File: config.mk
export PLATFORM = sky130hd
export DESIGN_NAME = sorted_list_insert_remove
export DESIGN_NICKNAME = d
export VERILOG_FILES = /design/src/hw/rtl/slri_pkg.sv /design/src/hw/rtl/sorted_list_insert_remove.sv /design/src/hw/rtl/slri_cell.sv
export SDC_FILE = /design/constraint.sdc
export NUM_CORES = 2
export LEC_CHECK = 0
export ABC_AREA = 1
export BUFFER_PORTS_ARGS = -buffer_cell sky130_fd_sc_hd__buf_2
export CAP_MARGIN = 15
export CORE_ASPECT_RATIO = 0.75
export CORE_MARGIN = 4
export CORE_UTILIZATION = 40
export CTS_CLUSTER_DIAMETER = 120
export DETAILED_ROUTE_END_ITERATION = 6
export PLACE_DENSITY = 0.62
export RECOVER_POWER = 25
export SLEW_MARGIN = 20
export SYNTH_ARGS = -nofsm -noshare
export SYNTH_HDL_FRONTEND = slang
export SYNTH_HIERARCHICAL = 1
export SYNTH_SLANG_ARGS = --single-unit
File: constraint.sdc
create_clock -name clock -period 12.4 [get_ports clock]
set_input_delay 2.48 -clock clock [delete_from_list [all_inputs] [get_ports clock]]
set_output_delay 2.48 -clock clock [all_outputs]
set_load 0.02 [all_outputs]
File: src/hw/rtl/slri_pkg.sv
package slri_pkg;

   localparam int CAPACITY_DEF  = 16;
   localparam int VALUE_W       = 32;
   localparam int ENTRY_COUNT_W = 5;

   typedef enum logic [0:0] {
      OP_INSERT = 1'b0,
      OP_REMOVE = 1'b1
   } opcode_type;

   typedef enum logic [1:0] {
      ST_DONE      = 2'd0,
      ST_NOT_FOUND = 2'd1,
      ST_FULL      = 2'd2
   } status_type;

   typedef struct packed {
      logic                      ins_en;
      logic                      rem_en;
      logic signed [VALUE_W-1:0] value;
   } cell_ctrl_type;

endpackage

File: src/hw/rtl/sorted_list_insert_remove.sv
// Sorted list of signed values held in a row of compare-and-shift cells.
// The result strobe is registered and rises in the cycle after the request is accepted.
// Throughput: one request per cycle; every cell compares and shifts in parallel.
// busy is high only while reset is asserted; the receiver cannot stall.
// Synchronous active-high reset clears the count and the result strobe;
// entry contents are not cleared and are read only below the count.
module sorted_list_insert_remove #(
   parameter int CAPACITY = slri_pkg::CAPACITY_DEF
) (
   input  logic                                      clock,
   input  logic                                      reset,
   input  logic                                      start,
   output logic                                      busy,
   input  logic                                      req_opcode,
   input  logic signed [slri_pkg::VALUE_W-1:0]       req_value,
   output logic                                      rsp_valid,
   output logic [1:0]                                rsp_status,
   output logic signed [slri_pkg::VALUE_W-1:0]       rsp_echoed_value,
   output logic [slri_pkg::ENTRY_COUNT_W-1:0]        rsp_entry_count,
   output logic signed [slri_pkg::VALUE_W-1:0]       rsp_smallest
);

   localparam int CNT_W = $clog2(CAPACITY + 1);

   logic [CNT_W-1:0] count_ff;
   logic [CNT_W-1:0] count_in;

   logic                                      rsp_valid_ff;
   logic [1:0]                                rsp_status_ff;
   logic signed [slri_pkg::VALUE_W-1:0]       rsp_echoed_value_ff;
   logic [slri_pkg::ENTRY_COUNT_W-1:0]        rsp_entry_count_ff;
   logic signed [slri_pkg::VALUE_W-1:0]       rsp_smallest_ff;

   slri_pkg::cell_ctrl_type ctrl;
   slri_pkg::status_type    status;
   logic                    accept;
   logic                    is_ins;
   logic                    is_rem;
   logic                    full;
   logic                    found;
   logic [slri_pkg::ENTRY_COUNT_W-1:0] count_out;

   logic [CAPACITY-1:0]                 lt_w;
   logic [CAPACITY-1:0]                 hit_w;
   logic [CAPACITY-1:0]                 occ_w;
   logic signed [slri_pkg::VALUE_W-1:0] entry_w [CAPACITY];
   logic signed [slri_pkg::VALUE_W-1:0] next_w  [CAPACITY];

   assign busy   = reset;
   assign accept = start && !busy;
   assign is_ins = accept && (req_opcode == slri_pkg::OP_INSERT);
   assign is_rem = accept && (req_opcode == slri_pkg::OP_REMOVE);
   assign full   = (count_ff == CNT_W'(CAPACITY));
   assign found  = |hit_w;

   assign ctrl.ins_en = is_ins && !full;
   assign ctrl.rem_en = is_rem && found;
   assign ctrl.value  = req_value;

   genvar gi;
   generate
      for (gi = 0; gi < CAPACITY; gi++) begin : g_cell
         logic                                left_lt_s;
         logic signed [slri_pkg::VALUE_W-1:0] left_s;
         logic signed [slri_pkg::VALUE_W-1:0] right_s;

         assign occ_w[gi] = (count_ff > CNT_W'(gi));

         if (gi == 0) begin : g_first
            assign left_lt_s = 1'b1;
            assign left_s    = req_value;
         end else begin : g_mid
            assign left_lt_s = lt_w[gi-1];
            assign left_s    = entry_w[gi-1];
         end

         if (gi == CAPACITY - 1) begin : g_last
            assign right_s = entry_w[gi];
         end else begin : g_inner
            assign right_s = entry_w[gi+1];
         end

         slri_cell u_cell (
            .clock       (clock),
            .ctrl        (ctrl),
            .occ         (occ_w[gi]),
            .left_lt     (left_lt_s),
            .left_entry  (left_s),
            .right_entry (right_s),
            .lt          (lt_w[gi]),
            .hit         (hit_w[gi]),
            .entry       (entry_w[gi]),
            .next_entry  (next_w[gi])
         );
      end

      if (CNT_W >= slri_pkg::ENTRY_COUNT_W) begin : g_cnt_trunc
         assign count_out = count_in[slri_pkg::ENTRY_COUNT_W-1:0];
      end else begin : g_cnt_ext
         assign count_out = {{(slri_pkg::ENTRY_COUNT_W-CNT_W){1'b0}}, count_in};
      end
   endgenerate

   always_comb begin
      count_in = count_ff;
      priority if (ctrl.ins_en) begin
         count_in = count_ff + CNT_W'(1);
      end else if (ctrl.rem_en) begin
         count_in = count_ff - CNT_W'(1);
      end else begin
         count_in = count_ff;
      end
   end

   always_comb begin
      status = slri_pkg::ST_DONE;
      priority if (is_ins && full) begin
         status = slri_pkg::ST_FULL;
      end else if (is_rem && !found) begin
         status = slri_pkg::ST_NOT_FOUND;
      end else begin
         status = slri_pkg::ST_DONE;
      end
   end

   always_ff @(posedge clock) begin
      if (reset) begin
         count_ff     <= '0;
         rsp_valid_ff <= 1'b0;
      end else begin
         count_ff     <= count_in;
         rsp_valid_ff <= accept;
      end
   end

   always_ff @(posedge clock) begin
      if (accept) begin
         rsp_status_ff       <= status;
         rsp_echoed_value_ff <= req_value;
         rsp_entry_count_ff  <= count_out;
         rsp_smallest_ff     <= (count_in == '0) ? '0 : next_w[0];
      end
   end

   assign rsp_valid        = rsp_valid_ff;
   assign rsp_status       = rsp_status_ff;
   assign rsp_echoed_value = rsp_echoed_value_ff;
   assign rsp_entry_count  = rsp_entry_count_ff;
   assign rsp_smallest     = rsp_smallest_ff;

endmodule

File: src/hw/rtl/slri_cell.sv
module slri_cell (
   input  logic                                clock,
   input  slri_pkg::cell_ctrl_type             ctrl,
   input  logic                                occ,
   input  logic                                left_lt,
   input  logic signed [slri_pkg::VALUE_W-1:0] left_entry,
   input  logic signed [slri_pkg::VALUE_W-1:0] right_entry,
   output logic                                lt,
   output logic                                hit,
   output logic signed [slri_pkg::VALUE_W-1:0] entry,
   output logic signed [slri_pkg::VALUE_W-1:0] next_entry
);

   logic signed [slri_pkg::VALUE_W-1:0] entry_ff;
   logic signed [slri_pkg::VALUE_W-1:0] entry_in;

   assign lt         = occ && (entry_ff < ctrl.value);
   assign hit        = occ && (entry_ff == ctrl.value) && left_lt;
   assign entry      = entry_ff;
   assign next_entry = entry_in;

   // insert: keep smaller entries, drop value at the boundary, shift the rest up
   // remove: keep smaller entries, pull the rest down from the right
   always_comb begin
      entry_in = entry_ff;
      priority if (ctrl.ins_en) begin
         if (!lt) begin
            entry_in = left_lt ? ctrl.value : left_entry;
         end
      end else if (ctrl.rem_en) begin
         if (!lt) begin
            entry_in = right_entry;
         end
      end else begin
         entry_in = entry_ff;
      end
   end

   always_ff @(posedge clock) begin
      entry_ff <= entry_in;
   end

endmodule
## After elaboration in Yosys (flattened, before gate mapping)

Cells that the tools add are included.
Widths: inputs -> output; s select.

| word-level totals | value |
|---|---|
| register bits | 589 |
| input port bits | 36 |
| output and inout port bits | 73 |
| word-level logic and storage cells | 242 |

| cells by class | value |
|---|---|
| add/sub/neg operators | 2 |
| order comparisons | 32 |
| equal/unequal tests | 17 |
| mux-type cells | 78 |
| bitwise logic cells | 16 |
| reduce and logical (&&, ||, !) cells | 75 |

Operators with widths:

| cell | number |
|---|---|
| $mux 32 | 75 |
| $eq 32x32->1 | 16 |
| $lt 32x32->1 | 16 |
| $logic_and 1x1->1 | 54 |
| $gt 5x4->1 const B | 8 |
| $reduce_and 2->1 | 15 |
| $gt 5x3->1 const B | 4 |
| $not 1->1 | 16 |
| $reduce_or 16->1 | 1 |
| $gt 5x1->1 const B | 2 |
| $gt 5x2->1 const B | 2 |
| $mux 5 | 2 |
| $add 5x1->5 const B | 1 |
| $eq 5x5->1 const B | 1 |
| $logic_not 5->1 | 1 |
| $sub 5x1->5 const B | 1 |
| $logic_not 1->1 | 3 |
| $reduce_bool 2->1 | 1 |
| $mux 1 | 1 |

## Logic depth before layout (Yosys ltp)

| depth | value |
|---|---|
| depth after elaboration | 8 |
| depth in mapped cells | 34 |
| depth with buffers taken out | 30 |

## Modules after synthesis

Netlist, hierarchy kept.

By module, submodules not included:

| module | instances | cells each | area each (µm²) | sequential area each (µm²) |
|---|---|---|---|---|
| slri_cell at g_cell[0].u_cell ... | 15 | 592 | 3409.5 | 640.6 |
| sorted_list_insert_remove | 1 | 272 | 3509.6 | 2252.2 |
| slri_cell at g_cell[9].u_cell | 1 | 576 | 3255.6 | 640.6 |

## Worst setup path before layout

Ideal clock, no wire load.

| path | value |
|---|---|
| path kind | in2reg |
| start | in req_value[31] in the netlist's numbering |
| end | reg rsp_smallest_ff, in the netlist rsp_smallest[0], data pin |
| setup time | 0.255 ns |
| arrival | 5.938 ns |
| required time | 12.145 ns |
| slack | 6.207 ns |
| cell stages on the path | 29 |
| buffers on the path | 3 |
| cells stage by stage | inv_1 -> ha_1 -> nand2_1 -> nor2_2 -> nand2_1 -> inv_2 -> nand2_1 -> nor2_2 -> nand2_1 -> nand4_1 -> nand3_2 -> inv_1 -> buf_4 -> clkbuf_1 -> nand4_1 -> nor2_1 -> and3_2 -> nor2_1 -> nand2_1 -> nor2_1 -> nand2_2 -> nand2_4 -> inv_2 -> nand2_2 -> nand3_2 -> nand2_4 -> nor2_4 -> clkbuf_8 -> a21oi_2 |

RTL lines:

| what | line | source |
|---|---|---|
| from (decl) | sorted_list_insert_remove.sv:15 | `input logic signed [slri_pkg::VALUE_W-1:0] req_value,` |
| to (signal assigned) | sorted_list_insert_remove.sv:141 | `rsp_smallest_ff <= (count_in == '0) ? '0 : next_w[0];` |
| to (decl) | sorted_list_insert_remove.sv:32 | `logic signed [slri_pkg::VALUE_W-1:0] rsp_smallest_ff;` |

==> out/metrics.csv <==
stage,metric,value,unit
pwr,ir_worst_vdd,0.0000893,V
floorplanning,dieArea,0.151,mm^2
logic_synthesis,syn_inst,9728,
setup_path,rr_worst_depth,25,
placed_design,io_buffers,108,
setup_path,end_kind,flop,
floorplanning,die_w,447,um
setup_path,timing.rr.start,g_cell[7].u_cell/entry[3],
logic_synthesis,ys_seq_area_frac,0.216,
setup_path,r2r_slack,5.73,ns
global_route,grt_pass1_wl,314000,um
run_status,violations,"max-capacitance violations, max-slew violations",
clocking,path_clk_slew,0.07,ns
timing,clock_skew,0.0358,ns
finish,drive_gt1_frac,0.0393,
logic_synthesis,synth_area,0.0579,mm^2
clocking,cts_resized,0,
detailed_routing,routedWlPerCell,17.7,um
setup_path,cp_num_buf_inv,9,
setup_path,path_class,primary input to flop,
timing,rsz0062_at_grt,false,
timing,min_period,10.23,ns
global_route,overflow,0,
global_route,track_usage,0.261,
clocking,cts_setup_buffers,0,
timing,final-hold-violation-count,0,
setup_path,cp_max_fo,114,
setup_path,required,12.97,ns
floorplanning,io_pins,109,
global_route,grt_pass1_vias,53900,
setup_path,cp.arrival,10.80,ns
clocking,clock_insertion_delay_worst_skew,0.70,ns
timing,timing.fmax,97.7,MHz
logic_synthesis,synth_top_area_frac,0.225,
floorplanning,core,0.143,mm^2
timing,finalCritPeriodShare,0.825,
logic_synthesis,yosys.area.top_type,nand2_1,
clocking,cts_max_path_buffers,3,
clocking,clock-sinks,589,
setup_path,critPathMaxStageDelay,1.84,ns
clocking,cts_made_buffers,73,
setup_path,timing.critical_path.mode_cell,nand2_1,
detailed_routing,wl,203000,um
timing,fin_ws,2.17,ns
detailed_routing,dr_total_vias,59800,
clocking,htree_levels,3,
pwr,p_per_area,150,mW/mm^2
detailed_routing,first_iter_violations,7269,
setup_path,cp_top_family,buffers and inverters,
min_path,min-delay-start,g_cell[5].u_cell/entry[0],
floorplanning,die_h,338,um
min_path,hold_path_class,flop to flop,
timing,max_slew_margin,-2.13,
global_route,grt_max_degree,132,
timing,setup_viol,0,
logic_synthesis,yosys_warnings,6,
clocking,clk_root_buffer_cell,clkbuf_16,
finish,syn_to_final_growth,1.83,%
detailed_routing,antenna_left,0,
detailed_routing,dr.pass1.iters,6,
placed_design,place_congestion,0.901,
timing,totalNegativeSetupSlack,0,ns
logic_synthesis,synthTopCellsByArea,"nand2_1, dfxtp_1, nand3_1",
clocking,cts_tree,done,
placed_design,post-place-ws,3.38,ns
detailed_routing,vias_per_cell,5.22,
floorplanning,start_util,0.404,
timing,tightestPinTransition,4.69,ns
finish,fin_nets,10000,
clocking,ctsHoldBuffers,0,
setup_path,slowest_stage,clkbuf_1,
min_path,whs_endpoint,g_cell[4].u_cell/entry[0],
detailed_routing,drc,0,
placed_design,dp_hpwl,141000,um
run,drv_cap,30,
logic_synthesis,syn_area_per_cell,5.95,um^2
setup_path,rr_endpoint,g_cell[12].u_cell/entry[20],
logic_synthesis,ys_seq_elements,589,
setup_path,start_kind,primary input,
pwr,total_leakage_power,33.8,nW
floorplanning,num_rows,120,
timing,slew_violations,609,
logic_synthesis,ys_types,44,
run_status,status,"complete, but fails checks",
min_path,whs_path_depth,4,
global_route,antenna_found_initial,4,
==> synthesized netlist by cell type <==
cell type / instances
edfxtp_1: 71
nand4_1: 48
nor3_4: 1
clkbuf_8: 107
nand2_1: 3471
nor2_1: 198
mux2i_1: 1
ha_1: 518
nand3_1: 1556
a22oi_1: 1
conb_1: 1
a21oi_2: 30
buf_4: 39
nor2_2: 32
inv_1: 1977
nand3_2: 17
nand3_4: 3
and3_2: 15
dfxtp_1: 518
buf_6: 10
and3_1: 1
o21ai_2: 1
nand2_2: 24
nand2_4: 4
inv_2: 19
nor4_1: 2
a21o_1: 18
o21ai_0: 514
a31oi_1: 1
nor2_4: 2
nor2_8: 2
buf_8: 45
nand3b_1: 1
buf_1: 52
and2_1: 15
a32oi_1: 1
buf_2: 76
buf_12: 63
a311oi_1: 2
clkbuf_1: 115
o21a_1: 1
or2_1: 1
a21oi_1: 153
xor2_1: 1
==> cell usage in the layout, fill, tap and decap left out, types with 3 or more instances in the layout <==
cell | Yosys | routed
nand2_4 | 4 | 3
and3_2 | 15 | 15
o21ai_0 | 514 | 514
dfxtp_1 | 518 | 518
nand3_2 | 17 | 17
bufinv_16 | 0 | 6
diode_2 | 0 | 5
buf_4 | 39 | 63
ha_1 | 518 | 518
clkbuf_8 | 107 | 5
nand3_4 | 3 | 3
clkinv_1 | 0 | 7
nor2_2 | 32 | 31
clkbuf_16 | 0 | 76
nand3_1 | 1556 | 1556
clkinvlp_4 | 0 | 6
a21o_1 | 18 | 18
clkbuf_1 | 115 | 124
nand4_1 | 48 | 48
nand2_2 | 24 | 29
edfxtp_1 | 71 | 71
clkinv_2 | 0 | 13
buf_2 | 76 | 25
and2_1 | 15 | 15
nor2_1 | 198 | 200
clkinv_8 | 0 | 4
a21oi_1 | 153 | 153
inv_1 | 1977 | 1953
nand2_1 | 3471 | 3467
a21oi_2 | 30 | 30
buf_12 | 63 | 4
inv_2 | 19 | 37
==> worst max path at each step <==
stage / start / to / depth (start not counted)
final: req_value[29] / g_cell[12].u_cell/entry[20] / 30
after global routing: req_value[27] / g_cell[11].u_cell/entry[29] / 26
after CTS: req_value[31] / g_cell[7].u_cell/entry[17] / 27
after detailed placement: req_value[31] / g_cell[7].u_cell/entry[17] / 27
after global placement: req_value[31] / g_cell[10].u_cell/entry[9] / 27
after floorplan: req_value[31] / rsp_smallest[0] / 29
==> sequential cells by signal (all words and copies together), names as in the netlist <==
name	cells
rsp_status	2
rsp_smallest	32
g_cell.u_cell/entry	512
rsp_entry_count	5
rsp_echoed_value	32
rsp_valid	1
count_ff	5
==> metal layers <==
metal  part of all wire  track usage  vias to the layer above
met2               0.40        0.379                     2516
li1                   -            -                    29500
met5                  0            0                        -
met3               0.10       0.0451                      289
met4              0.027       0.0727                        0
met1               0.47        0.391                    27500
==> worst min-delay path, stage by stage (launching register included) <==
cell and delay, ns:
dfxtp_1 0.33, inv_1 0.05, nand3_1 0.07, nand3_1 0.08, nand2_1 0.05
==> cell families after synthesis <==
logic type / count (synthesis) / synth area share
AO/OA/AOI/OAI: 722 / 0.0655
XOR/XNOR: 1 / 0.000151
adder cells (fa/ha/maj): 518 / 0.112
buffers and inverters: 2503 / 0.213
flip-flops: 589 / 0.216
multiplexers: 1 / 0.000173
other: 1 / 0.0000648
AND/OR/NAND/NOR: 5393 / 0.394
==> through the flow <==
step	instance area (um^2)	util	std cells	power (W)	hold slack, ns
after CTS	59200	0.413	11400	0.00879	0.593
after global routing	59000	0.412	11400	0.00955	0.633
after global placement	56700	0.396	11300	0.00638	0.575
final	59000	0.412	11400	0.00884	0.600
after floorplan	57900	-	9729	0.00543	0.555
after detailed placement	56700	0.396	11300	0.00649	0.593
==> where the power goes <==
group / internal (W) / leakage, nW / switching [W]
sequential: 0.00243 / 5.02 / 0.000755
clock: 0.00129 / 1.17 / 0.000987
combinational: 0.00121 / 27.6 / 0.00218
==> final cells by class <==
class,count,area (um^2)
Fill cell,15500,84300
Multi-Input combinational cell,6637,33100
Sequential cell,589,12500
Inverter,1996,7510
Tap cell,1891,2370
Clock buffer,99,2040
Timing Repair Buffer,198,1080
Clock inverter,33,375
Antenna cell,5,12.5
(Power assumes the default switching activity.)
